**config.mk**
```make
export PLATFORM = sky130hd
export DESIGN_NAME = usart_register_model_top_flat
export DESIGN_NICKNAME = d
export VERILOG_FILES = /design/src/hw/rtl/usrm_pkg.sv /design/src/hw/rtl/usrm_if.sv /design/src/hw/rtl/usart_register_model_top.sv /design/src/hw/rtl/usrm_queue.sv /design/src/flat_wrapper.sv
export SDC_FILE = /design/constraint.sdc
export NUM_CORES = 1
export LEC_CHECK = 0
export ABC_AREA = 1
export BUFFER_PORTS_ARGS = -buffer_cell sky130_fd_sc_hd__buf_4
export CAP_MARGIN = 25
export CORE_ASPECT_RATIO = 1.5
export CORE_MARGIN = 2
export CORE_UTILIZATION = 25
export CTS_BUF_LIST = sky130_fd_sc_hd__clkbuf_16
export CTS_CLUSTER_DIAMETER = 100
export DETAILED_ROUTE_END_ITERATION = 8
export GPL_TIMING_DRIVEN = 0
export PLACE_DENSITY = 0.45
export SYNTH_ARGS = -nofsm -noshare
export SYNTH_HDL_FRONTEND = slang
export SYNTH_SLANG_ARGS = --single-unit
```
**constraint.sdc**
```tcl
create_clock -name clk -period 4.61 [get_ports clk]
set_input_delay 0.922 -clock clk [delete_from_list [all_inputs] [get_ports clk]]
set_output_delay 0.922 -clock clk [all_outputs]
set_load 0.02 [all_outputs]
```
**src/hw/rtl/usrm_pkg.sv**
```systemverilog
`default_nettype none

package usrm_pkg;

  localparam int BYTE_W = 8;
  localparam int LEN_W  = 4;
  localparam int DIV_W  = 7;

  localparam int RX_DEPTH_DEF = 16;
  localparam int TX_DEPTH_DEF = 16;

  // bus access and line event codes
  typedef enum logic [2:0] {
    OP_READ_DATA   = 3'd0,
    OP_READ_STATUS = 3'd1,
    OP_WRITE_DATA  = 3'd2,
    OP_WRITE_CTRL  = 3'd3,
    OP_LINE_RX     = 3'd4,
    OP_TX_PULL     = 3'd5
  } op_t;

  // command byte bits
  localparam int CMD_TXEN  = 0;
  localparam int CMD_DTR   = 1;
  localparam int CMD_RXEN  = 2;
  localparam int CMD_ERCLR = 4;
  localparam int CMD_RTS   = 5;
  localparam int CMD_IRST  = 6;

  // status byte bits
  localparam int ST_TXRDY = 0;
  localparam int ST_RXRDY = 1;
  localparam int ST_TXEMP = 2;
  localparam int ST_OVRN  = 4;
  localparam int ST_DSR   = 7;

  // mode byte baud factor codes
  localparam logic [1:0] BAUD_X16 = 2'd2;
  localparam logic [1:0] BAUD_X64 = 2'd3;

  localparam logic [DIV_W-1:0] DIV_1  = 7'd1;
  localparam logic [DIV_W-1:0] DIV_16 = 7'd16;
  localparam logic [DIV_W-1:0] DIV_64 = 7'd64;

  localparam logic [LEN_W-1:0] LEN_MIN = 4'd5;
  localparam logic [LEN_W-1:0] LEN_RST = 4'd8;

  typedef struct packed {
    logic push;
    logic pop;
  } q_ctl_t;

  typedef struct packed {
    logic              empty;
    logic              full;
    logic              single;
    logic [BYTE_W-1:0] head_data;
  } q_stat_t;

endpackage

`default_nettype wire

```
**src/hw/rtl/usrm_if.sv**
```systemverilog
`default_nettype none

interface usrm_in_if;
  logic       valid;
  logic       ready;
  logic [2:0] mode;
  logic [7:0] data;

  modport source (output valid, output mode, output data, input ready);
  modport sink   (input valid, input mode, input data, output ready);
endinterface

interface usrm_out_if;
  logic       valid;
  logic       ready;
  logic [7:0] read_value;
  logic       tx_valid;
  logic [7:0] tx_byte;
  logic       dtr_level;
  logic       rts_level;
  logic [3:0] char_bits;
  logic [6:0] clock_divisor;

  modport source (output valid, output read_value, output tx_valid, output tx_byte,
                  output dtr_level, output rts_level, output char_bits,
                  output clock_divisor, input ready);
  modport sink   (input valid, input read_value, input tx_valid, input tx_byte,
                  input dtr_level, input rts_level, input char_bits,
                  input clock_divisor, output ready);
endinterface

`default_nettype wire

```
**src/hw/rtl/usart_register_model_top.sv**
```systemverilog
`default_nettype none

// USART register model, 8251 style, seen from its bus. Each request transaction is one bus
// access or line event (data read, status read, data write, control write, byte received
// from the line, pull of a byte to send) and gives exactly one response transaction. The
// first control write after reset or after an internal reset is the mode byte (character
// length and baud factor); later control writes are command bytes. Received bytes sit in a
// holding register with a receive queue of RX_DEPTH bytes behind it; written bytes wait in a
// transmit queue of TX_DEPTH bytes until pulled. One transaction is taken every cycle while
// the request side is not stalled; each passes an input register, decode and state update,
// and a response register. A response held by a stalled receiver holds the input register,
// and the request side stalls only while both are full. The queues are memories with a
// registered head read, prefetched from the next head entry so a pop needs no wait. No
// clearing pass is needed after reset.
module usart_register_model_top #(
  parameter int RX_DEPTH = usrm_pkg::RX_DEPTH_DEF,
  parameter int TX_DEPTH = usrm_pkg::TX_DEPTH_DEF
) (
  input wire logic  clk,
  input wire logic  rst,
  usrm_in_if.sink   req,
  usrm_out_if.source rsp
);
  import usrm_pkg::*;

  // input register
  logic              s1_valid;
  op_t               s1_op;
  logic [BYTE_W-1:0] s1_data;

  // response register
  logic              out_valid;
  logic [BYTE_W-1:0] out_read_value;
  logic              out_tx_valid;
  logic [BYTE_W-1:0] out_tx_byte;
  logic              out_dtr;
  logic              out_rts;
  logic [LEN_W-1:0]  out_len;
  logic [DIV_W-1:0]  out_div;

  // architectural state
  logic              expect_mode, expect_mode_next;
  logic [LEN_W-1:0]  length_reg, length_reg_next;
  logic [DIV_W-1:0]  divisor_reg, divisor_reg_next;
  logic              tx_enable, tx_enable_next;
  logic              rx_enable, rx_enable_next;
  logic              dtr_reg, dtr_reg_next;
  logic              rts_reg, rts_reg_next;
  logic              rx_ready, rx_ready_next;
  logic              overrun_flag, overrun_flag_next;
  logic [BYTE_W-1:0] rx_holding, rx_holding_next;

  // per transaction result
  logic [BYTE_W-1:0] read_value;
  logic              tx_valid;
  logic [BYTE_W-1:0] tx_byte;

  q_ctl_t  rx_ctl, tx_ctl;
  q_stat_t rx_stat, tx_stat;

  logic advance;

  // the item in the input register moves on whenever the response register is free
  assign advance   = s1_valid && (!out_valid || rsp.ready);
  assign req.ready = !s1_valid || advance;

  always_ff @(posedge clk) begin
    if (rst) begin
      s1_valid <= 1'b0;
    end else if (req.ready) begin
      s1_valid <= req.valid;
    end
  end

  always_ff @(posedge clk) begin
    if (req.valid && req.ready) begin
      s1_op   <= op_t'(req.mode);
      s1_data <= req.data;
    end
  end

  // single pass decode and state update
  always_comb begin
    expect_mode_next  = expect_mode;
    length_reg_next   = length_reg;
    divisor_reg_next  = divisor_reg;
    tx_enable_next    = tx_enable;
    rx_enable_next    = rx_enable;
    dtr_reg_next      = dtr_reg;
    rts_reg_next      = rts_reg;
    rx_ready_next     = rx_ready;
    overrun_flag_next = overrun_flag;
    rx_holding_next   = rx_holding;
    read_value        = '0;
    tx_valid          = 1'b0;
    tx_byte           = '0;
    rx_ctl            = '0;
    tx_ctl            = '0;
    if (advance) begin
      unique case (s1_op)
        OP_READ_DATA: begin
          read_value = rx_holding;
          if (!rx_stat.empty) begin
            // oldest queued byte moves up into the holding register
            rx_ctl.pop      = 1'b1;
            rx_holding_next = rx_stat.head_data;
            if (rx_stat.single) begin
              rx_ready_next = 1'b0;
            end
          end else begin
            rx_ready_next = 1'b0;
          end
        end
        OP_READ_STATUS: begin
          read_value[ST_TXRDY] = tx_enable;
          read_value[ST_RXRDY] = rx_ready && rx_enable;
          read_value[ST_TXEMP] = 1'b1;
          read_value[ST_OVRN]  = overrun_flag;
          read_value[ST_DSR]   = 1'b1;
        end
        OP_WRITE_DATA: begin
          // write to a full transmit queue is dropped
          tx_ctl.push = !tx_stat.full;
        end
        OP_WRITE_CTRL: begin
          if (expect_mode) begin
            unique case (s1_data[1:0])
              BAUD_X64: divisor_reg_next = DIV_64;
              BAUD_X16: divisor_reg_next = DIV_16;
              default:  divisor_reg_next = DIV_1;
            endcase
            length_reg_next  = LEN_MIN + LEN_W'(s1_data[3:2]);
            expect_mode_next = 1'b0;
          end else begin
            tx_enable_next = s1_data[CMD_TXEN];
            dtr_reg_next   = s1_data[CMD_DTR];
            rx_enable_next = s1_data[CMD_RXEN];
            rts_reg_next   = s1_data[CMD_RTS];
            if (s1_data[CMD_ERCLR]) begin
              overrun_flag_next = 1'b0;
            end
            // internal reset keeps dtr, rts and both queues
            if (s1_data[CMD_IRST]) begin
              expect_mode_next = 1'b1;
              tx_enable_next   = 1'b0;
              rx_enable_next   = 1'b0;
              rx_ready_next    = 1'b0;
            end
          end
        end
        OP_LINE_RX: begin
          if ((rx_ready && !rx_stat.empty) || rx_stat.full) begin
            overrun_flag_next = 1'b1;
          end
          if (!rx_ready && rx_stat.empty) begin
            // empty queue and nothing pending: byte goes straight to holding
            rx_holding_next = s1_data;
          end else begin
            rx_ctl.push = !rx_stat.full;
            if (!rx_ready) begin
              rx_ctl.pop      = 1'b1;
              rx_holding_next = rx_stat.head_data;
            end
          end
          rx_ready_next = 1'b1;
        end
        OP_TX_PULL: begin
          if (!tx_stat.empty) begin
            tx_ctl.pop = 1'b1;
            tx_valid   = 1'b1;
            tx_byte    = tx_stat.head_data;
          end
        end
        default: begin
          // unused codes leave the state alone
        end
      endcase
    end
  end

  always_ff @(posedge clk) begin
    if (rst) begin
      expect_mode  <= 1'b1;
      length_reg   <= LEN_RST;
      divisor_reg  <= DIV_16;
      tx_enable    <= 1'b0;
      rx_enable    <= 1'b0;
      dtr_reg      <= 1'b0;
      rts_reg      <= 1'b0;
      rx_ready     <= 1'b0;
      overrun_flag <= 1'b0;
      rx_holding   <= '0;
    end else begin
      expect_mode  <= expect_mode_next;
      length_reg   <= length_reg_next;
      divisor_reg  <= divisor_reg_next;
      tx_enable    <= tx_enable_next;
      rx_enable    <= rx_enable_next;
      dtr_reg      <= dtr_reg_next;
      rts_reg      <= rts_reg_next;
      rx_ready     <= rx_ready_next;
      overrun_flag <= overrun_flag_next;
      rx_holding   <= rx_holding_next;
    end
  end

  usrm_queue #(
    .DEPTH (RX_DEPTH)
  ) u_rx_queue (
    .clk   (clk),
    .rst   (rst),
    .ctl   (rx_ctl),
    .wdata (s1_data),
    .stat  (rx_stat)
  );

  usrm_queue #(
    .DEPTH (TX_DEPTH)
  ) u_tx_queue (
    .clk   (clk),
    .rst   (rst),
    .ctl   (tx_ctl),
    .wdata (s1_data),
    .stat  (tx_stat)
  );

  // response register, loaded as the item passes; levels show the state after the item
  always_ff @(posedge clk) begin
    if (rst) begin
      out_valid <= 1'b0;
    end else if (advance) begin
      out_valid <= 1'b1;
    end else if (rsp.ready) begin
      out_valid <= 1'b0;
    end
  end

  always_ff @(posedge clk) begin
    if (advance) begin
      out_read_value <= read_value;
      out_tx_valid   <= tx_valid;
      out_tx_byte    <= tx_byte;
      out_dtr        <= dtr_reg_next;
      out_rts        <= rts_reg_next;
      out_len        <= length_reg_next;
      out_div        <= divisor_reg_next;
    end
  end

  assign rsp.valid         = out_valid;
  assign rsp.read_value    = out_read_value;
  assign rsp.tx_valid      = out_tx_valid;
  assign rsp.tx_byte       = out_tx_byte;
  assign rsp.dtr_level     = out_dtr;
  assign rsp.rts_level     = out_rts;
  assign rsp.char_bits     = out_len;
  assign rsp.clock_divisor = out_div;

`ifndef ASSERT_OFF
  a_write_reads_zero: assert property (@(posedge clk) disable iff (rst)
    (advance && s1_op != OP_READ_DATA && s1_op != OP_READ_STATUS) |=> (out_read_value == '0))
    else $error("nonzero read value for a non-read transaction");
  a_status_fixed: assert property (@(posedge clk) disable iff (rst)
    (advance && s1_op == OP_READ_STATUS) |=> (out_read_value[ST_DSR] && out_read_value[ST_TXEMP]))
    else $error("status byte lost its fixed bits");
  a_line_rx_ready: assert property (@(posedge clk) disable iff (rst)
    (advance && s1_op == OP_LINE_RX) |=> rx_ready)
    else $error("receive ready not set after line byte");
  a_internal_reset: assert property (@(posedge clk) disable iff (rst)
    (advance && s1_op == OP_WRITE_CTRL && !expect_mode && s1_data[CMD_IRST])
      |=> (expect_mode && !tx_enable && !rx_enable && !rx_ready))
    else $error("internal reset did not restore mode expectation");
  a_pull_only_on_pull: assert property (@(posedge clk) disable iff (rst)
    (advance && s1_op != OP_TX_PULL) |=> !out_tx_valid)
    else $error("transmit byte returned without a pull");
`endif

endmodule

`default_nettype wire

```
**src/hw/rtl/usrm_queue.sv**
```systemverilog
`default_nettype none

module usrm_queue #(
  parameter int DEPTH = usrm_pkg::RX_DEPTH_DEF
) (
  input  wire logic                          clk,
  input  wire logic                          rst,
  input  wire usrm_pkg::q_ctl_t              ctl,
  input  wire logic [usrm_pkg::BYTE_W-1:0]   wdata,
  output usrm_pkg::q_stat_t                  stat
);
  import usrm_pkg::*;

  localparam int AW = (DEPTH > 1) ? $clog2(DEPTH) : 1;
  localparam int CW = $clog2(DEPTH + 1);

  logic [BYTE_W-1:0] mem [DEPTH];
  logic [BYTE_W-1:0] head_data;
  logic [AW-1:0]     head;
  logic [AW-1:0]     head_next;
  logic [AW-1:0]     tail;
  logic [AW-1:0]     tail_next;
  logic [CW-1:0]     count;
  logic [CW-1:0]     count_next;

  always_comb begin
    head_next = head;
    tail_next = tail;
    if (ctl.pop) begin
      head_next = (head == AW'(DEPTH - 1)) ? '0 : head + 1'b1;
    end
    if (ctl.push) begin
      tail_next = (tail == AW'(DEPTH - 1)) ? '0 : tail + 1'b1;
    end
    count_next = count + CW'(ctl.push) - CW'(ctl.pop);
  end

  always_ff @(posedge clk) begin
    if (rst) begin
      head  <= '0;
      tail  <= '0;
      count <= '0;
    end else begin
      head  <= head_next;
      tail  <= tail_next;
      count <= count_next;
    end
  end

  // storage with registered read of the next head entry, bypassed on a write to it
  always_ff @(posedge clk) begin
    if (ctl.push) begin
      mem[tail] <= wdata;
    end
    head_data <= (ctl.push && tail == head_next) ? wdata : mem[head_next];
  end

  assign stat.empty     = (count == '0);
  assign stat.full      = (count == CW'(DEPTH));
  assign stat.single    = (count == CW'(1));
  assign stat.head_data = head_data;

`ifndef ASSERT_OFF
  a_count_range: assert property (@(posedge clk) disable iff (rst)
    count <= CW'(DEPTH))
    else $error("queue count beyond depth");
  a_no_pop_empty: assert property (@(posedge clk) disable iff (rst)
    !(ctl.pop && count == '0))
    else $error("pop from empty queue");
  a_no_push_full: assert property (@(posedge clk) disable iff (rst)
    !(ctl.push && !ctl.pop && count == CW'(DEPTH)))
    else $error("push into full queue");
`endif

endmodule

`default_nettype wire

```
**src/flat_wrapper.sv**
```systemverilog
// flat-port wrapper written by rule: the top's interface ports become plain ports
module usart_register_model_top_flat import usrm_pkg::*;
#(
  parameter int RX_DEPTH = usrm_pkg::RX_DEPTH_DEF,
  parameter int TX_DEPTH = usrm_pkg::TX_DEPTH_DEF
)
  (clk, rst, req_valid, req_mode, req_data, req_ready, rsp_valid, rsp_read_value, rsp_tx_valid, rsp_tx_byte, rsp_dtr_level, rsp_rts_level, rsp_char_bits, rsp_clock_divisor, rsp_ready);
  usrm_in_if req_i ();
  usrm_out_if rsp_i ();
  input wire logic clk;
  input wire logic rst;
  input wire logic [$bits(req_i.valid)-1:0] req_valid;
  input wire logic [$bits(req_i.mode)-1:0] req_mode;
  input wire logic [$bits(req_i.data)-1:0] req_data;
  output wire logic [$bits(req_i.ready)-1:0] req_ready;
  output wire logic [$bits(rsp_i.valid)-1:0] rsp_valid;
  output wire logic [$bits(rsp_i.read_value)-1:0] rsp_read_value;
  output wire logic [$bits(rsp_i.tx_valid)-1:0] rsp_tx_valid;
  output wire logic [$bits(rsp_i.tx_byte)-1:0] rsp_tx_byte;
  output wire logic [$bits(rsp_i.dtr_level)-1:0] rsp_dtr_level;
  output wire logic [$bits(rsp_i.rts_level)-1:0] rsp_rts_level;
  output wire logic [$bits(rsp_i.char_bits)-1:0] rsp_char_bits;
  output wire logic [$bits(rsp_i.clock_divisor)-1:0] rsp_clock_divisor;
  input wire logic [$bits(rsp_i.ready)-1:0] rsp_ready;
  assign req_i.valid = req_valid;
  assign req_i.mode = req_mode;
  assign req_i.data = req_data;
  assign req_ready = req_i.ready;
  assign rsp_valid = rsp_i.valid;
  assign rsp_read_value = rsp_i.read_value;
  assign rsp_tx_valid = rsp_i.tx_valid;
  assign rsp_tx_byte = rsp_i.tx_byte;
  assign rsp_dtr_level = rsp_i.dtr_level;
  assign rsp_rts_level = rsp_i.rts_level;
  assign rsp_char_bits = rsp_i.char_bits;
  assign rsp_clock_divisor = rsp_i.clock_divisor;
  assign rsp_i.ready = rsp_ready;
  usart_register_model_top #(.RX_DEPTH(RX_DEPTH), .TX_DEPTH(TX_DEPTH)) u_core (.clk(clk), .rst(rst), .req(req_i), .rsp(rsp_i));
endmodule
```
After elaboration in Yosys (flattened, before gate mapping)
Memory sizes are Yosys's and may differ from the RTL's. A register that Yosys moved wholly into a read port is not among the register bits.
Cells that the tools add are included.
- bits in registers: 95
- bits in latches: 0
- RAM bits: 256
- ROM bits: 0
- output and inout bits: 32
- memories: 2
- memories (memory ; depth ; width ; rd ports ; clocked after Yosys merged registers in ; wr ports ; line ; RTL):
    u_core.u_rx_queue.mem ; 16 ; 8 ; 1 ; 1 ; 1 ; usrm_queue.sv:17 ; logic [BYTE_W-1:0] mem [DEPTH];
    u_core.u_tx_queue.mem ; 16 ; 8 ; 1 ; 1 ; 1 ; usrm_queue.sv:17 ;
- add/sub/neg operators: 9
- multipliers: 0
- divide/modulo/power cells: 0
- magnitude comparators: 0
- equality and inequality tests: 21
- shift operators: 0
- muxes and demuxes: 55
- bitwise operators: 2
- reduce and logical (&&, ||, !) cells: 27
- operators with widths (cell ; count):
    $mux W4 ; 9
    $mux W1 ; 29
    $mux W8 ; 3
    $mux W7 ; 3
    $add A4 B1 Y4 const B ; 4
    $eq A4 B4 Y1 const B ; 4
    $pmux W8 S2 ; 1
    $pmux W7 S2 ; 1
    $add A5 B1 Y5 ; 2
    $eq A5 B5 Y1 const B ; 2
    $logic_not A5 Y1 ; 2
    $reduce_and A5 Y1 ; 2
    $sub A5 B1 Y5 ; 2
    $pmux W1 S2 ; 4
    $eq A3 B2 Y1 const B ; 2
    $eq A3 B3 Y1 const B ; 2
    $logic_not A1 Y1 ; 6
    $mux W2 ; 3
    $ne A2 B1 Y1 const B ; 3
    $pmux W3 S2 ; 1
    $reduce_bool A2 Y1 ; 3
    $eq A5 B1 Y1 const B ; 1
    $logic_and A1 B1 Y1 ; 5
    $add A3 B2 Y4 const A ; 1
    other kinds (14) ; 19

Longest topological paths before layout
Gate-level depths: netlist (run 1).
- depth after elaboration: 7
- depth in mapped cells: 16

By module
A second synthesis (run 1) with hierarchy kept.
- cell total of the unflattened synthesis: 1600
- area, all modules: 15720.1 µm²
- by module, submodules not included (module ; instances ; cells each ; area an instance (µm²)):
    usrm_queue at u_core.u_tx_queue ; 1 ; 653 ; 6448.7
    usrm_queue at u_core.u_rx_queue ; 1 ; 653 ; 6439.9
    usart_register_model_top ; 1 ; 294 ; 2831.5

Worst setup path after synthesis (run 1)
No wires, ideal clock.
- path kind: input -> register
- start point: input port rsp_ready
- end point: register u_core.u_rx_queue.count[4]
- arrival: 3027 ps
- path slack: 1458 ps
- cell stages on the path: 16
- cells stage by stage: inv_1 > nand2_2 > nand2_4 > inv_4 > nand2_1 > nor2_2 > nand2_2 > clkinv_2 > ha_1 > inv_1 > ha_1 > fa_1 > a21oi_1 > o21ai_0 > o21ai_0 > a21oi_1
- longest elaborated chain between the ends: 5
- RTL lines (item ; line ; RTL):
    start: declaration ; flat_wrapper.sv:24 ; input wire logic [$bits(rsp_i.ready)-1:0] rsp_ready;
    $logic_or A1 B1 Y1 (*) ; usart_register_model_top.sv:64 ; assign advance = s1_valid && (!out_valid || rsp.ready);
    $logic_and A1 B1 Y1 (*) ; usart_register_model_top.sv:64 ;
    via u_core.advance ; usart_register_model_top.sv:61 ; logic advance;
    $mux W2 (*) ; usart_register_model_top.sv:99 ; if (advance) begin
    $add A5 B1 Y5 ; usrm_queue.sv:35 ; count_next = count + CW'(ctl.push) - CW'(ctl.pop);
    $sub A5 B1 Y5 (*) ; usrm_queue.sv:35 ;
    end signal: assignment ; usrm_queue.sv:46 ; count <= count_next;
    end: declaration ; usrm_queue.sv:23 ; logic [CW-1:0] count;
Mark *: on every way through the listed nets, which the timed path passes. The rest lies on a longest branch.
A chain may end at the register's enable or synchronous reset.

Worst setup path in the final report (run 1)
Ends and elaborated chain as after synthesis.

==> results of run 1 <==
-- path summary, 6_finish.rpt --
kind                                    startpoint                                     to  depth (start not counted)
setup / recovery                         rsp_ready  u_core.u_rx_queue.count[4]$_SDFF_PP0_                         17
hold / removal    u_core.divisor_reg[3]$_SDFF_PP0_       u_core.divisor_reg[3]$_SDFF_PP0_                          2
setup reg to reg     u_core.rsp.valid$_SDFFE_PP0P_  u_core.u_rx_queue.count[4]$_SDFF_PP0_                         15
hold reg to reg   u_core.divisor_reg[3]$_SDFF_PP0_       u_core.divisor_reg[3]$_SDFF_PP0_                          2
-- layer usage --
layer | part of all wire, % | wire [µm] | vias up
met5 | 0 | 0 | -
met1 | 39 | 15700 | 4729
met4 | 3.9 | 1580 | 0
met2 | 54 | 21800 | 201
met3 | 3.3 | 1320 | 76
li1 | - | - | 4801
-- cell families (layout without fill, tap and decap cells) --
kind of cell             count (synthesis)  in the layout  synth area share (%)
adder cells (fa/ha/maj)                 25             25                  2.21
AND/OR/NAND/NOR                        568            568                  16.2
flip-flops                             359            359                  68.4
other                                    0              1                     0
XOR/XNOR                                10             10                 0.640
AO/OA/AOI/OAI                          205            205                  7.20
buffers and inverters                  186            311                  5.14
multiplexers                             4              4                 0.269
-- critical path, cell delays in order --
cell,delay (ns)
sky130_fd_sc_hd__buf_4,0.08
sky130_fd_sc_hd__inv_1,0.04
sky130_fd_sc_hd__nand2_2,0.08
sky130_fd_sc_hd__nand2_4,0.08
sky130_fd_sc_hd__inv_4,0.39
sky130_fd_sc_hd__nand2_1,0.22
sky130_fd_sc_hd__nor2_2,0.19
sky130_fd_sc_hd__nand2_2,0.11
sky130_fd_sc_hd__clkinv_2,0.11
sky130_fd_sc_hd__ha_1,0.13
sky130_fd_sc_hd__inv_1,0.04
sky130_fd_sc_hd__ha_1,0.22
sky130_fd_sc_hd__fa_1,0.44
sky130_fd_sc_hd__a21oi_1,0.16
sky130_fd_sc_hd__o21ai_0,0.10
sky130_fd_sc_hd__o21ai_0,0.15
sky130_fd_sc_hd__a21oi_1,0.06
-- final cells by class --
type,instances,area [µm²]
Multi-Input combinational cell,812,3940
Inverter,128,488
Fill cell,6091,41300
Clock buffer,39,976
Sequential cell,359,10200
Clock inverter,28,148
Tap cell,777,972
Buffer,58,277
Timing Repair Buffer,58,623
Antenna cell,1,2.50
-- through the flow --
| stage | setup slack, ns | total power [W] | hold WS [ns] |
|---|---|---|---|
| floorplan | 1.46 | 0.00406 | 0.424 |
| global placement | 0.942 | 0.00431 | 0.435 |
| detailed placement | 0.929 | 0.00434 | 0.436 |
| CTS | 1.49 | 0.00715 | 0.445 |
| global route | 1.23 | 0.00735 | 0.464 |
| finish | 1.48 | 0.00706 | 0.444 |
-- power by group through the flow --
stage | Clock (W) | Combinational, W | Sequential, W
finish | 0.00280 | 0.000651 | 0.00361
global route | 0.00301 | 0.000725 | 0.00361
CTS | 0.00288 | 0.000661 | 0.00361
detailed placement | 0 | 0.000659 | 0.00368
global placement | 0 | 0.000584 | 0.00372
floorplan | 0 | 0.000377 | 0.00369
-- cells in the mapped netlist, types with 5 or more instances --
cell type,number
sky130_fd_sc_hd__nand2_1,228
sky130_fd_sc_hd__nand3_1,96
sky130_fd_sc_hd__a21oi_1,42
sky130_fd_sc_hd__buf_2,17
sky130_fd_sc_hd__nor3_1,8
sky130_fd_sc_hd__inv_2,10
sky130_fd_sc_hd__o211ai_1,9
sky130_fd_sc_hd__clkbuf_1,31
sky130_fd_sc_hd__inv_1,113
sky130_fd_sc_hd__o21ai_1,15
sky130_fd_sc_hd__xor2_1,5
sky130_fd_sc_hd__nand2_2,5
sky130_fd_sc_hd__nor2_1,202
sky130_fd_sc_hd__o21ai_0,128
sky130_fd_sc_hd__dfxtp_1,62
sky130_fd_sc_hd__ha_1,23
sky130_fd_sc_hd__edfxtp_1,297
==> out/qor.tcl, run 1 <==
set qor(run_status) {finished, final reports clean}
set qor(floorplan.initialDensity_pct) 25.2
set qor(grtUsageMet2_pct) 25.4
set qor(final_cell_mix) {sky130_fd_sc_hd__edfxtp_1 (297), sky130_fd_sc_hd__nand2_1 (228), sky130_fd_sc_hd__nor2_1 (202)}
set qor(detail_route.wl_per_cell_um) 17.9
set qor(post_cts_hold_buffer_count) 0
set qor(clock-skew-final_ns) 0.0230
set qor(post_layout_nonfiller_instances) 2260
set qor(postLayoutCellArea_um2) 17600
set qor(kind_of_end_point_of_the_critical_path) {register}
set qor(switching_power_w) 0.00171
set qor(grt_first_pass_wirelength_um) 61100
set qor(cts_buffers) 37
set qor(total_leakage_power_nw) 6.46
set qor(area_growth_syn_to_layout_pct) 18.3
set qor(post_synth_instance_area_um2) 14900
set qor(ys_seq_area_share_pct) 68.4
set qor(cp_max_fo) 34
set qor(power.sequential.fraction_pct) 51.1
set qor(power.density_cell_area_nw_per_um2) 401
set qor(max_slew.worst_pin.slew_ns) 0.934
set qor(postSynthCellCount) 1357
set qor(dp_hpwl_um) 29300
set qor(peakVddDrop_mv) 0.230
set qor(vias) 9807
set qor(global_route.peak_usage_layer) {met2}
set qor(timing.final.crit_period_ns) 3.13
set qor(post_synth.cell_area_avg_um2) 11.0
set qor(worst-endpoint-arrival_ns) 3.54
set qor(grt_antenna_before_repair) 0
set qor(number_of_i_o_pins) 47
set qor(io_buffer_count) 45
set qor(coreArea_um2) 58900
set qor(largest_cells_by_area_after_synthesis) {sky130_fd_sc_hd__edfxtp_1 (60%), sky130_fd_sc_hd__dfxtp_1 (8.4%), sky130_fd_sc_hd__nand2_1 (5.8%)}
set qor(switching_share_pct) 24.2
set qor(rsz_0062_raised_after_global_routing) {false}
set qor(drt-initial-drc-count) 786
set qor(die_h_um) 303
set qor(grt_util_met1_pct) 14.6
set qor(grt_max_degree) 35
set qor(rows) 109
set qor(syn-num-nets) 1397
set qor(top_registers) {u_core.u_rx_queue.mem: 128 flops, u_core.u_tx_queue.mem: 128 flops}
set qor(ys_ff_latch) 359
set qor(utilization_pct) 29.8
set qor(synth_area_leader_cell) {sky130_fd_sc_hd__edfxtp_1}
set qor(grt_pass1_vias) 9998
set qor(dp_cells) 2192
set qor(yosys_warnings) 0
set qor(remaining_drc_errors) 0
set qor(report.final.hold_viol_count) 0
set qor(p_int_w) 0.00535
set qor(global_route.overflow_total) 0
set qor(firstDrtPassIters) 5
set qor(ctsLongestPathBuffers) 3
set qor(setup_tns_ns) 0
set qor(chipWidth_um) 203
set qor(relSlewSlack_pct) 37.5
set qor(global_route.usage.total_pct) 13.3
set qor(cts.sink_count) 359
set qor(layout.nets) 1494
set qor(die_area_um2) 61500
set qor(critPathKind) {input pin to register}
set qor(synth_flop_cell) {sky130_fd_sc_hd__edfxtp_1}
set qor(gp_congestion) 0.879
set qor(synth_cell_type_count) 43
set qor(grt.met3_usage_pct) 1.73
set qor(timing_max_transition_violations_final) 0
set qor(cts_post_setup_buffers_inserted) 0
set qor(critical_path_required_ns) 5.02
set qor(cts_tree) {built}
set qor(drive_gt1_share_pct) 11.3
set qor(clkPwrFrac_pct) 39.7
set qor(hold_class) {register to register}
set qor(synth_enable_flop_cells) 297
set qor(avgViaCountPerCell) 4.34
set qor(combinational_fraction_of_design_power_pct) 9.2
set qor(wl_um) 40400
set qor(ant_nets) 0
set qor(setup.worst_path.start_class) {input pin}
set qor(cts.htree.levels) 2
set qor(post_dp_cell_area_um2) 16500
set qor(commonest_non_fill_non_tap_cell_in_the_layout) {sky130_fd_sc_hd__edfxtp_1}
set qor(post-route-period-util_pct) 67.9
set qor(synth_top_area_share_pct) 60.0
set qor(ys_async_sr_fraction_pct) 0
set qor(ff2ff_setup_slack_ns) 1.64
set qor(max_freq_mhz) 320
set qor(path_clk_slew_ns) 0.06
set qor(cts_root_buf) {sky130_fd_sc_hd__clkbuf_16}
set qor(cts.repair.resized) 0
set qor(max_cap_viols) 0
set qor(finalSetupViolations) 0
set qor(clk_latency_ns) 0.53
No activity file was read; power rests on OpenSTA's default activity.
==> inputs of run 2 (changes only) <==
--- a/config.mk
+++ b/config.mk
@@ -15,7 +15,7 @@
 export CTS_CLUSTER_DIAMETER = 100
 export DETAILED_ROUTE_END_ITERATION = 8
 export GPL_TIMING_DRIVEN = 0
-export PLACE_DENSITY = 0.45
+export PLACE_DENSITY = 0.46
 export SYNTH_ARGS = -nofsm -noshare
 export SYNTH_HDL_FRONTEND = slang
 export SYNTH_SLANG_ARGS = --single-unit
==> constraint.sdc (replaced) <==
create_clock -name clk -period 2.8 [get_ports clk]
set_input_delay 0.56 -clock clk [delete_from_list [all_inputs] [get_ports clk]]
set_output_delay 0.56 -clock clk [all_outputs]
set_load 0.02 [all_outputs]
==> out/qor.tcl, run 2 (same netlist as run 1, synthesis figures left out) <==
set qor(global_route.usage.total_pct) 13.2
set qor(dp_cells) 2193
set qor(grt_antenna_before_repair) 0
set qor(vias) 9939
set qor(critical_path_required_ns) 3.21
set qor(cts_root_buf) {sky130_fd_sc_hd__clkbuf_16}
set qor(p_int_w) 0.00913
set qor(die_area_um2) 61500
set qor(grt_util_met1_pct) 13.9
set qor(switching_share_pct) 24.5
set qor(kind_of_end_point_of_the_critical_path) {register}
set qor(area_growth_syn_to_layout_pct) 19.8
set qor(max_cap_viols) 0
set qor(path_clk_slew_ns) 0.06
set qor(drt-initial-drc-count) 650
set qor(ctsLongestPathBuffers) 3
set qor(layout.nets) 1497
set qor(total_leakage_power_nw) 6.51
set qor(cts.htree.levels) 2
set qor(cts_buffers) 38
set qor(remaining_drc_errors) 0
set qor(power.sequential.fraction_pct) 49.2
set qor(floorplan.initialDensity_pct) 25.2
set qor(timing.final.crit_period_ns) 2.63
set qor(firstDrtPassIters) 5
set qor(cts.sink_count) 359
set qor(dp_hpwl_um) 29400
set qor(worst-endpoint-arrival_ns) 3.04
set qor(switching_power_w) 0.00297
set qor(top_registers) {u_core.u_rx_queue.mem: 128 flops, u_core.u_tx_queue.mem: 128 flops}
set qor(max_slew.worst_pin.slew_ns) 0.938
set qor(coreArea_um2) 58900
set qor(gp_congestion) 0.866
set qor(relSlewSlack_pct) 37.3
set qor(crit_chain) {buf_6, inv_1, nand3_1, nor2_2, nand2_4, ha_1, inv_1, ha_1, fa_1, a21oi_1, o21ai_0, o21ai_0, a21oi_1}
set qor(chipWidth_um) 203
set qor(clkPwrFrac_pct) 41.6
set qor(global_route.overflow_total) 0
set qor(peakVddDrop_mv) 0.390
set qor(die_h_um) 303
set qor(grt_max_degree) 35
set qor(report.final.hold_viol_count) 0
set qor(final_cell_mix) {sky130_fd_sc_hd__edfxtp_1 (297), sky130_fd_sc_hd__nand2_1 (226), sky130_fd_sc_hd__nor2_1 (199)}
set qor(clock-skew-final_ns) 0.0287
set qor(hold_class) {input pin to register}
set qor(wl_um) 40700
set qor(post-route-period-util_pct) 94.1
set qor(rows) 109
set qor(post_layout_nonfiller_instances) 2264
set qor(critPathKind) {register to register}
set qor(grtUsageMet2_pct) 25.1
set qor(cts_tree) {built}
set qor(ant_nets) 0
set qor(grt_first_pass_wirelength_um) 60700
set qor(antenna-diode-count) 0
set qor(run_status) {finished, final reports clean}
set qor(cp_max_fo) 10
set qor(power.density_cell_area_nw_per_um2) 679
set qor(grt_pass1_vias) 10155
set qor(combinational_fraction_of_design_power_pct) 9.2
set qor(crit_slowest_cell) {sky130_fd_sc_hd__fa_1}
set qor(utilization_pct) 30.2
set qor(setup.worst_path.start_class) {register}
set qor(detail_route.wl_per_cell_um) 18.0
set qor(io_buffer_count) 45
set qor(post_cts_hold_buffer_count) 0
set qor(number_of_i_o_pins) 47
set qor(max_stage_delay_ns) 0.44
set qor(timing_max_transition_violations_final) 0
set qor(avgViaCountPerCell) 4.39
set qor(commonest_non_fill_non_tap_cell_in_the_layout) {sky130_fd_sc_hd__edfxtp_1}
set qor(global_route.peak_usage_layer) {met2}
set qor(drive_gt1_share_pct) 12.2
set qor(grt.met3_usage_pct) 1.69
set qor(fill_cells) 6099
set qor(clk_latency_ns) 0.55
set qor(max_freq_mhz) 380
set qor(finalSetupViolations) 0
[run 2: cell types whose count changed in the layout (fill, tap and decap cells not counted), sizes merged]
cell | before | now
inv | 140 | 135
clkinvlp | 0 | 5
diode | 1 | 0
buf | 85 | 87
bufinv | 1 | 4
[run 2: per-layer routing]
layer | vias up | share of wire [%]
li1 | 4801 | -
met1 | 4781 | 37
met2 | 264 | 53
met3 | 93 | 3.6
met4 | 0 | 5.9
met5 | - | 0
[run 2: final timing paths]
path	startpoint	to	slack (ns)	cells past startpoint
setup reg to reg	u_core.s1_op[0]$_DFFE_PP_	u_core.u_tx_queue.count[4]$_SDFF_PP0_	0.17	13
setup / recovery	u_core.s1_op[0]$_DFFE_PP_	u_core.u_tx_queue.count[4]$_SDFF_PP0_	0.17	13
hold reg to reg	u_core.divisor_reg[1]$_SDFF_PP0_	u_core.divisor_reg[1]$_SDFF_PP0_	0.44	2
hold / removal	req_data[1]	u_core.s1_data[1]$_DFFE_PP_	0.20	1
[run 2: worst max-delay path: cells and delay by family (launching register included)]
| kind | cells | cell delay [ns] |
|---|---|---|
| compound gates | 4 | 0.49 |
| flops | 1 | 0.39 |
| buf+inv | 3 | 0.28 |
| fa+ha+maj | 3 | 0.97 |
| simple gates | 3 | 0.40 |
[run 2: through the flow]
stage	instance area, µm²	total power, W	TNS [ns]	hold WS, ns	worst slack (ns)
6_report	17800	0.0121	0	0.203	0.166
5_1_grt	17800	0.0126	-0.00250	0.177	-0.00250
4_1_cts	17700	0.0122	0	0.174	0.0369
3_5_place_dp	16500	0.00717	-15.44	0.435	-0.524
3_3_place_gp	16200	0.00711	-10.75	0.434	-0.508
2_1_floorplan	14900	0.00669	0	0.424	0.0102
[run 2: cell type report]
type                            instances  area, µm²  share of cell area, %
Clock buffer                           39        976                   5.48
Clock inverter                         31        267                   1.50
Multi-Input combinational cell        812       3970                   22.3
Inverter                              128        502                   2.82
Sequential cell                       359      10200                   57.1
Buffer                                 58        277                   1.55
Timing Repair Buffer                   60        683                   3.84
Tap cell                              777        972                   5.46
[run 2: power by group through the flow]
stage	logic, W	registers (W)	clock network (W)
after global routing	0.00123	0.00596	0.00537
after global placement	0.000981	0.00613	0
after floorplan	0.000621	0.00607	0
after CTS	0.00111	0.00595	0.00516
after detailed placement	0.00110	0.00606	0
final	0.00111	0.00595	0.00504
[run 2: timing repair]
item / 4_1_cts / 5_1_grt
endpoints found under the setup margin: 1 / 2
gates resized for setup: 2 / 11
pin swaps: 0 / 1
buffers inserted: 0 / 1
==> inputs of run 3 (changes only) <==
--- a/config.mk
+++ b/config.mk
@@ -18,4 +18,5 @@
 export PLACE_DENSITY = 0.46
 export SYNTH_ARGS = -nofsm -noshare
 export SYNTH_HDL_FRONTEND = slang
+export SYNTH_HIERARCHICAL = 1
 export SYNTH_SLANG_ARGS = --single-unit
==> out/qor.tcl, run 3 <==
set qor(chipWidth_um) 209
set qor(ant_nets) 0
set qor(timing_max_transition_violations_final) 0
set qor(die_h_um) 311
set qor(path_clk_slew_ns) 0.06
set qor(syn-num-nets) 1639
set qor(floorplan.initialDensity_pct) 25.3
set qor(hold_class) {input pin to register}
set qor(grt_pass1_vias) 10816
set qor(avgViaCountPerCell) 4.25
set qor(gp_congestion) 0.872
set qor(post_cts_hold_buffer_count) 0
set qor(coreArea_um2) 62200
set qor(post_dp_cell_area_um2) 17400
set qor(global_route.peak_usage_layer) {met2}
set qor(clock-skew-final_ns) 0.0143
set qor(postSynthCellCount) 1599
set qor(critical_path_required_ns) 2.95
set qor(global_route.overflow_total) 0
set qor(area_growth_syn_to_layout_pct) 20.7
set qor(cts.sink_count) 359
set qor(postLayoutCellArea_um2) 19000
set qor(remaining_drc_errors) 0
set qor(run_status) {finished, final reports clean}
set qor(firstDrtPassIters) 7
set qor(max_slew.worst_pin.slew_ns) 0.979
set qor(final_cell_mix) {sky130_fd_sc_hd__nand2_1 (449), sky130_fd_sc_hd__inv_1 (303), sky130_fd_sc_hd__edfxtp_1 (297)}
set qor(power.density_cell_area_nw_per_um2) 650
set qor(critPathKind) {register to register}
set qor(dp_cells) 2457
set qor(layout.nets) 1744
set qor(cts_tree) {built}
set qor(grt_util_met1_pct) 14.0
set qor(grt_first_pass_wirelength_um) 63400
set qor(ctsLongestPathBuffers) 3
set qor(io_buffer_count) 46
set qor(report.final.hold_viol_count) 0
set qor(rows) 112
set qor(cts_buffers) 39
set qor(drive_gt1_share_pct) 13.4
set qor(setup.worst_path.start_class) {register}
set qor(peakVddDrop_mv) 0.288
set qor(yosys_warnings) 6
set qor(post_synth_instance_area_um2) 15700
set qor(grt_antenna_before_repair) 0
set qor(finalSetupViolations) 0
set qor(dp_hpwl_um) 30000
set qor(relSlewSlack_pct) 34.8
set qor(commonest_non_fill_non_tap_cell_in_the_layout) {sky130_fd_sc_hd__nand2_1}
set qor(rsz_0062_raised_after_global_routing) {true}
set qor(worst-endpoint-arrival_ns) 2.93
set qor(wl_um) 41300
set qor(global_route.usage.total_pct) 12.8
set qor(cts_root_buf) {sky130_fd_sc_hd__clkbuf_16}
set qor(top_registers) {u_core/u_rx_queue/mem: 128 flops, u_core/u_tx_queue/mem: 128 flops}
set qor(post-route-period-util_pct) 99.1
set qor(setup_tns_ns) 0
set qor(detail_route.wl_per_cell_um) 16.3
set qor(grt_max_degree) 26
set qor(cp_max_fo) 8
set qor(vias) 10745
set qor(max_freq_mhz) 360
set qor(max_cap_viols) 0
set qor(total_leakage_power_nw) 7.97
set qor(number_of_i_o_pins) 47
set qor(timing.final.crit_period_ns) 2.77
set qor(grt.met3_usage_pct) 1.42
set qor(cts.htree.levels) 2
set qor(post_synth.cell_area_avg_um2) 9.83
set qor(post_layout_nonfiller_instances) 2531
set qor(grtUsageMet2_pct) 23.8
set qor(kind_of_end_point_of_the_critical_path) {register}
set qor(die_area_um2) 64900
set qor(clk_latency_ns) 0.53
set qor(drt-initial-drc-count) 681
set qor(antenna-diode-count) 0
run 3: power breakdown:
part	switching (W)	internal (W)
Combinational	0.000628	0.000355
Sequential	0.0000905	0.00586
Clock	0.00211	0.00329
Total	0.00282	0.00951
run 3: worst paths after layout:
path                                    startpoint                                      to  slack, ns  cells after the start
setup / recovery         u_core/s1_op[2]$_DFFE_PP_  u_core/u_tx_queue/mem[12][5]$_DFFE_PP_       0.03                      5
hold / removal                         req_data[6]             u_core/s1_data[6]$_DFFE_PP_       0.20                      1
setup reg to reg         u_core/s1_op[2]$_DFFE_PP_  u_core/u_tx_queue/mem[12][5]$_DFFE_PP_       0.03                      5
hold reg to reg   u_core/divisor_reg[3]$_SDFF_PP0_        u_core/divisor_reg[3]$_SDFF_PP0_       0.46                      2
run 3: final cells by class:
cell class | count | area, µm²
buffer | 54 | 397
sequential | 359 | 10200
clock inverter | 29 | 313
clock buffer | 41 | 1030
fill | 6497 | 43300
tap | 798 | 998
inverter | 308 | 1160
timing repair buffer | 64 | 731
multi-input combinational | 878 | 4170
run 3: critical path, cell delays in order, from the launching register on:
cell and delay [ns]:
sky130_fd_sc_hd__edfxtp_1 0.53, sky130_fd_sc_hd__inv_4 0.20, sky130_fd_sc_hd__nand3_1 0.11, sky130_fd_sc_hd__nor3_2 0.50, sky130_fd_sc_hd__nand2_1 0.36, sky130_fd_sc_hd__nor2_1 0.69
run 3: per-layer routing:
layer  up-vias  wire [µm]
met3       102       1260
met2       225      21900
met5         -          0
li1       5325          -
met1      5093      16100
met4         0       2110
run 3: timing repair:
item | in CTS | in global routing
setup endpoints to repair | 253 | 174
buffers inserted | 1 | 3
pin swaps | 3 | 6
gates resized for setup | 28 | 26
gates cloned | 0 | 0
run 3: metrics by stage:
step                      hold slack [ns]  worst slack [ns]  power, W  utilization [%]
after global routing                0.177            -0.106    0.0128             30.5
final                               0.201            0.0252    0.0123             30.5
after CTS                           0.167            0.0204    0.0125             30.3
after global placement              0.436            -0.992   0.00693             27.4
after detailed placement            0.441            -0.749   0.00699             28.0
after floorplan                     0.424            0.0204   0.00661                -
